$ cat src/hdl/tcds_pkg.sv
// Package for the tensor copy DMA scheduler: queue sizing, operation and
// result codes, and the packed input and result words.
// No dependencies.
package tcds_pkg;

  // Queue and chunk sizing.
  localparam int unsigned QUEUE_DEPTH = 8;
  localparam int unsigned CHUNK_BYTES = 16;
  localparam int unsigned MAX_DIMS    = 3;

  // Queue index and fill count widths.
  localparam int unsigned QAW = $clog2(QUEUE_DEPTH);
  localparam int unsigned QCW = $clog2(QUEUE_DEPTH + 1);

  // Operation codes of an input word.
  typedef enum logic [1:0] {
    OP_TICK  = 2'd0,
    OP_LOAD  = 2'd1,
    OP_STORE = 2'd2,
    OP_CLEAR = 2'd3
  } op_e;

  // Kinds of a result word.
  typedef enum logic [1:0] {
    KIND_NONE  = 2'd0,
    KIND_LOAD  = 2'd1,
    KIND_STORE = 2'd2,
    KIND_ACK   = 2'd3
  } kind_e;

  // One input word.
  typedef struct packed {
    logic [1:0]  operation;
    logic [63:0] source_address;
    logic [63:0] dest_address;
    logic [7:0]  element_size;
    logic [1:0]  dim_count;
    logic [15:0] extent_a;
    logic [15:0] extent_b;
    logic [15:0] extent_c;
    logic [31:0] store_length;
    logic [15:0] sync_tag;
    logic [7:0]  pipe_tag;
    logic [7:0]  stage_tag;
  } in_word_t;

  // One result word.
  typedef struct packed {
    logic [1:0]  result_kind;
    logic        accepted;
    logic [63:0] chunk_source;
    logic [63:0] chunk_dest;
    logic [4:0]  chunk_length;
    logic        request_done;
    logic [15:0] done_tag;
    logic [31:0] done_bytes;
    logic [7:0]  ready_pipe;
    logic [7:0]  ready_stage;
  } out_word_t;

endpackage

$ cat src/hdl/tcds_size_mul.sv
// Byte count unit for tensor loads: element size times the used extents,
// kept to its low 32 bits. Depends on tcds_pkg.
module tcds_size_mul (
  input  logic        clk_i,
  input  logic        load_i,
  input  logic [7:0]  elem_size_i,
  input  logic [1:0]  dim_count_i,
  input  logic [15:0] extent_a_i,
  input  logic [15:0] extent_b_i,
  input  logic [15:0] extent_c_i,
  output logic [31:0] size_o
);
  import tcds_pkg::*;

  logic [1:0]  dims;
  logic [15:0] ext_a, ext_b, ext_c;
  logic [23:0] ab_q;
  logic [31:0] bc_q;

  // Unused dimensions count as an extent of one.
  always_comb begin
    dims  = (dim_count_i > 2'(MAX_DIMS)) ? 2'(MAX_DIMS) : dim_count_i;
    ext_a = (dims >= 2'd1) ? extent_a_i : 16'd1;
    ext_b = (dims >= 2'd2) ? extent_b_i : 16'd1;
    ext_c = (dims >= 2'd3) ? extent_c_i : 16'd1;
  end

  // Two partial products, registered when a word is loaded.
  always_ff @(posedge clk_i) begin
    if (load_i) begin
      ab_q <= 24'(elem_size_i) * 24'(ext_a);
      bc_q <= 32'(ext_b) * 32'(ext_c);
    end
  end

  // Final product of the registered partial products, low 32 bits only.
  assign size_o = 32'(ab_q) * bc_q;

endmodule

$ cat config.mk
export PLATFORM = sky130hd
export DESIGN_NAME = tcds_size_mul
export DESIGN_NICKNAME = d
export VERILOG_FILES = /design/src/hdl/tcds_pkg.sv /design/src/hdl/tcds_size_mul.sv
export SDC_FILE = /design/constraint.sdc
export NUM_CORES = 2
export LEC_CHECK = 0
export BUFFER_PORTS_ARGS = -buffer_cell sky130_fd_sc_hd__buf_2
export CORE_UTILIZATION = 35
export DETAILED_ROUTE_END_ITERATION = 8
export GPL_TIMING_DRIVEN = 1
export PLACE_DENSITY = 0.61
export SETUP_SLACK_MARGIN = 0.1
export SLEW_MARGIN = 0
export SYNTH_ARGS = -nofsm -noshare
export SYNTH_HDL_FRONTEND = slang
export SYNTH_SLANG_ARGS = --single-unit
$ cat constraint.sdc
create_clock -name clk_i -period 16.3 [get_ports clk_i]
set_input_delay 0.815 -clock clk_i [delete_from_list [all_inputs] [get_ports clk_i]]
set_output_delay 0.815 -clock clk_i [all_outputs]
set_load 0.02 [all_outputs]
==> flow_summary.toml <==
[synth]
yosys-top-cells-count = "748 x inv_1, 667 x fa_1, 475 x nand2_1"
yosys_warnings = 0
yosysUniqueCellTypes = 60
synthArstFlopShare_pct = 0
syn_avg_cell_area_um2 = 8.98
ys.flop_type = "edfxtp_1"
synth_top_area_share_pct = 46.2
synth_nets = 4185
synthTopCellsByArea = "fa_1 46%, ha_1 10%, inv_1 9.7%"
yosysSeqAreaShare_pct = 5.82
synthCells = 3219
syn_area_mm2 = 0.0289
synth_largest_area_cell = "fa_1"
yosys_register_bits = 56
synth_edf_count = 56
synth.most_common_cell = "inv_1"

[sta]
hold_viol = 0
finalSetupViolations = 0
max_freq_mhz = 117
tns_ns = 0
rsz0062_at_grt = "no"
fin_hold_ws_ns = 0.994
fin_crit_sh_pct = 52.4
finalCriticalPeriod_ns = 8.55
worst_pin_slew_ns = 1.16
drv_slew = 0
relSlewSlack_pct = 22.6

[grt]
antenna_found_initial = 2
grt_pass1_wl_um = 117000
track_usage_pct = 17.6
grt_max_degree = 78
grt_pass1_vias = 21928
overflow = 0

[route]
vias = 20460
drc = 0
first_pass_iters = 5
routed_wl_um = 70100
wl_per_cell_um = 16.5
ant_nets = 0
vias_per_cell = 4.81
drt_iter0_drc = 1082

[status]
status = "finished clean"

[setup_path]
cp_slowest_stage_delay_ns = 1.12
crit_chain = "and2_1 > fa_1 > fa_1 > inv_1 > fa_1 > inv_1 > ha_1 > fa_1 > inv_1 > fa_1 > fa_1 > inv_1 > ha_1 > a21oi_1 > o211ai_1 > a21oi_1 > a31oi_1 > o21ai_1 > o21ai_1 > a2111oi_0 > nand3b_1 > buf_2"
worstPathArrival_ns = 7.73
slowest_stage = "edfxtp_1"
crit_required_ns = 15.49
worstSetupPathType = "reg2out"
startpoint_type = "flip-flop"
path_common_cell = "fa_1"
critPathMaxFanout = 24
cp_top_family = "adder cells"
path_buf_inv = 5
endpoint_kind = "output pin"

[floorplan]
core_area_mm2 = 0.0818
fp.dieH_um = 289
rows = 105
die-area_mm2 = 0.0837
die_x_um = 289
start_util_pct = 35.3
ioPinCount = 92

[clock_network]
tritoncts = "built"
path_clk_slew_ns = 0.08
post_cts_resized = 0
cts-htree-levels = 2
ctsHoldBuffers = 0
numCtsBuffers = 5
root_buffer = "clkbuf_16"
clkSinkCount = 56
clock_path_buffers = 2
post_cts_buffers = 0

[final_layout]
drive_gt1_share_pct = 3.93
layout.nets = 4145
diodes = 0
areaGrowthSynthToFinish_pct = 5.16

[worst_hold_path]
holdCritPathClass = "in2reg"

[place]
dp_hpwl_um = 57000
io_buffer_count = 91
place.gp.congestion = 0.869

[job]
maxCapViolations = 0
[path summary, 6_finish.rpt]
check                     startpoint    endpoint  slack (ns)  depth (start not counted)
worst min-delay path  dim_count_i[1]     bc_q[0]        0.99                          2
worst max-delay path         bc_q[8]  size_o[29]        7.75                         22
[placed cells by master, fill, tap and decap left out, types with 3 or more instances in the layout]
cell type,instances
a2111oi_0,3
a211oi_1,12
a21o_1,23
a21oi_1,48
a221oi_1,4
a31oi_1,8
and2_1,373
and3_1,79
buf_2,91
buf_4,17
clkbuf_16,5
edfxtp_1,56
fa_1,667
ha_1,239
inv_1,748
mux2i_1,4
nand2_1,475
nand2b_1,8
nand3_1,28
nand3b_1,3
nand4_1,6
nor2_1,42
nor2b_1,9
nor3_1,17
nor4_1,4
o211ai_1,7
o21a_1,14
o21ai_0,25
o21ai_1,8
o21bai_1,8
o22ai_1,3
o31a_1,3
or3_1,3
xnor2_1,77
xor2_1,27
[per-layer routing]
| layer | global-route usage [%] | up-vias | wire length (um) |
|---|---|---|---|
| met4 | 4.04 | 0 | 1640 |
| met1 | 23.3 | 10566 | 30900 |
| met3 | 0.945 | 75 | 2230 |
| li1 | - | 9430 | - |
| met2 | 31.3 | 389 | 35400 |
| met5 | 0 | - | 0 |
[sequential cells by signal, indices dropped and copies added (netlist names)]
register	count
ab_q	24
bc_q	32
[cell families after synthesis]
kind of cell / Yosys count / synth area share [%]
multiplexers: 4 / 0.139
AO/OA/AOI/OAI: 193 / 4.44
flip-flops: 56 / 5.82
buffers and inverters: 903 / 11.7
XOR/XNOR: 104 / 3.15
AND/OR/NAND/NOR: 1053 / 18.2
adder cells (fa/ha/maj): 906 / 56.6
[cell type report]
cell class	instances	area (um^2)
Clock inverter	3	28.8
Fill cell	8331	51500
Timing Repair Buffer	108	583
Tap cell	1070	1340
Sequential cell	56	1680
Multi-Input combinational cell	2260	23800
Clock buffer	5	125
Inverter	748	2810
[stage by stage]
stage / cell area [um^2] / std cells / setup slack, ns / util (%)
2_1_floorplan: 28900 / 3219 / 8.94 / -
3_3_place_gp: 30200 / 4242 / 8.09 / 36.9
5_1_grt: 30400 / 4250 / 7.31 / 37.1
3_5_place_dp: 30200 / 4242 / 8.03 / 36.9
4_1_cts: 30400 / 4250 / 7.67 / 37.1
6_report: 30400 / 4250 / 7.75 / 37.1
Power is not shown: default switching activity piles up to over one toggle a cycle in this logic, so the estimate is an artifact.
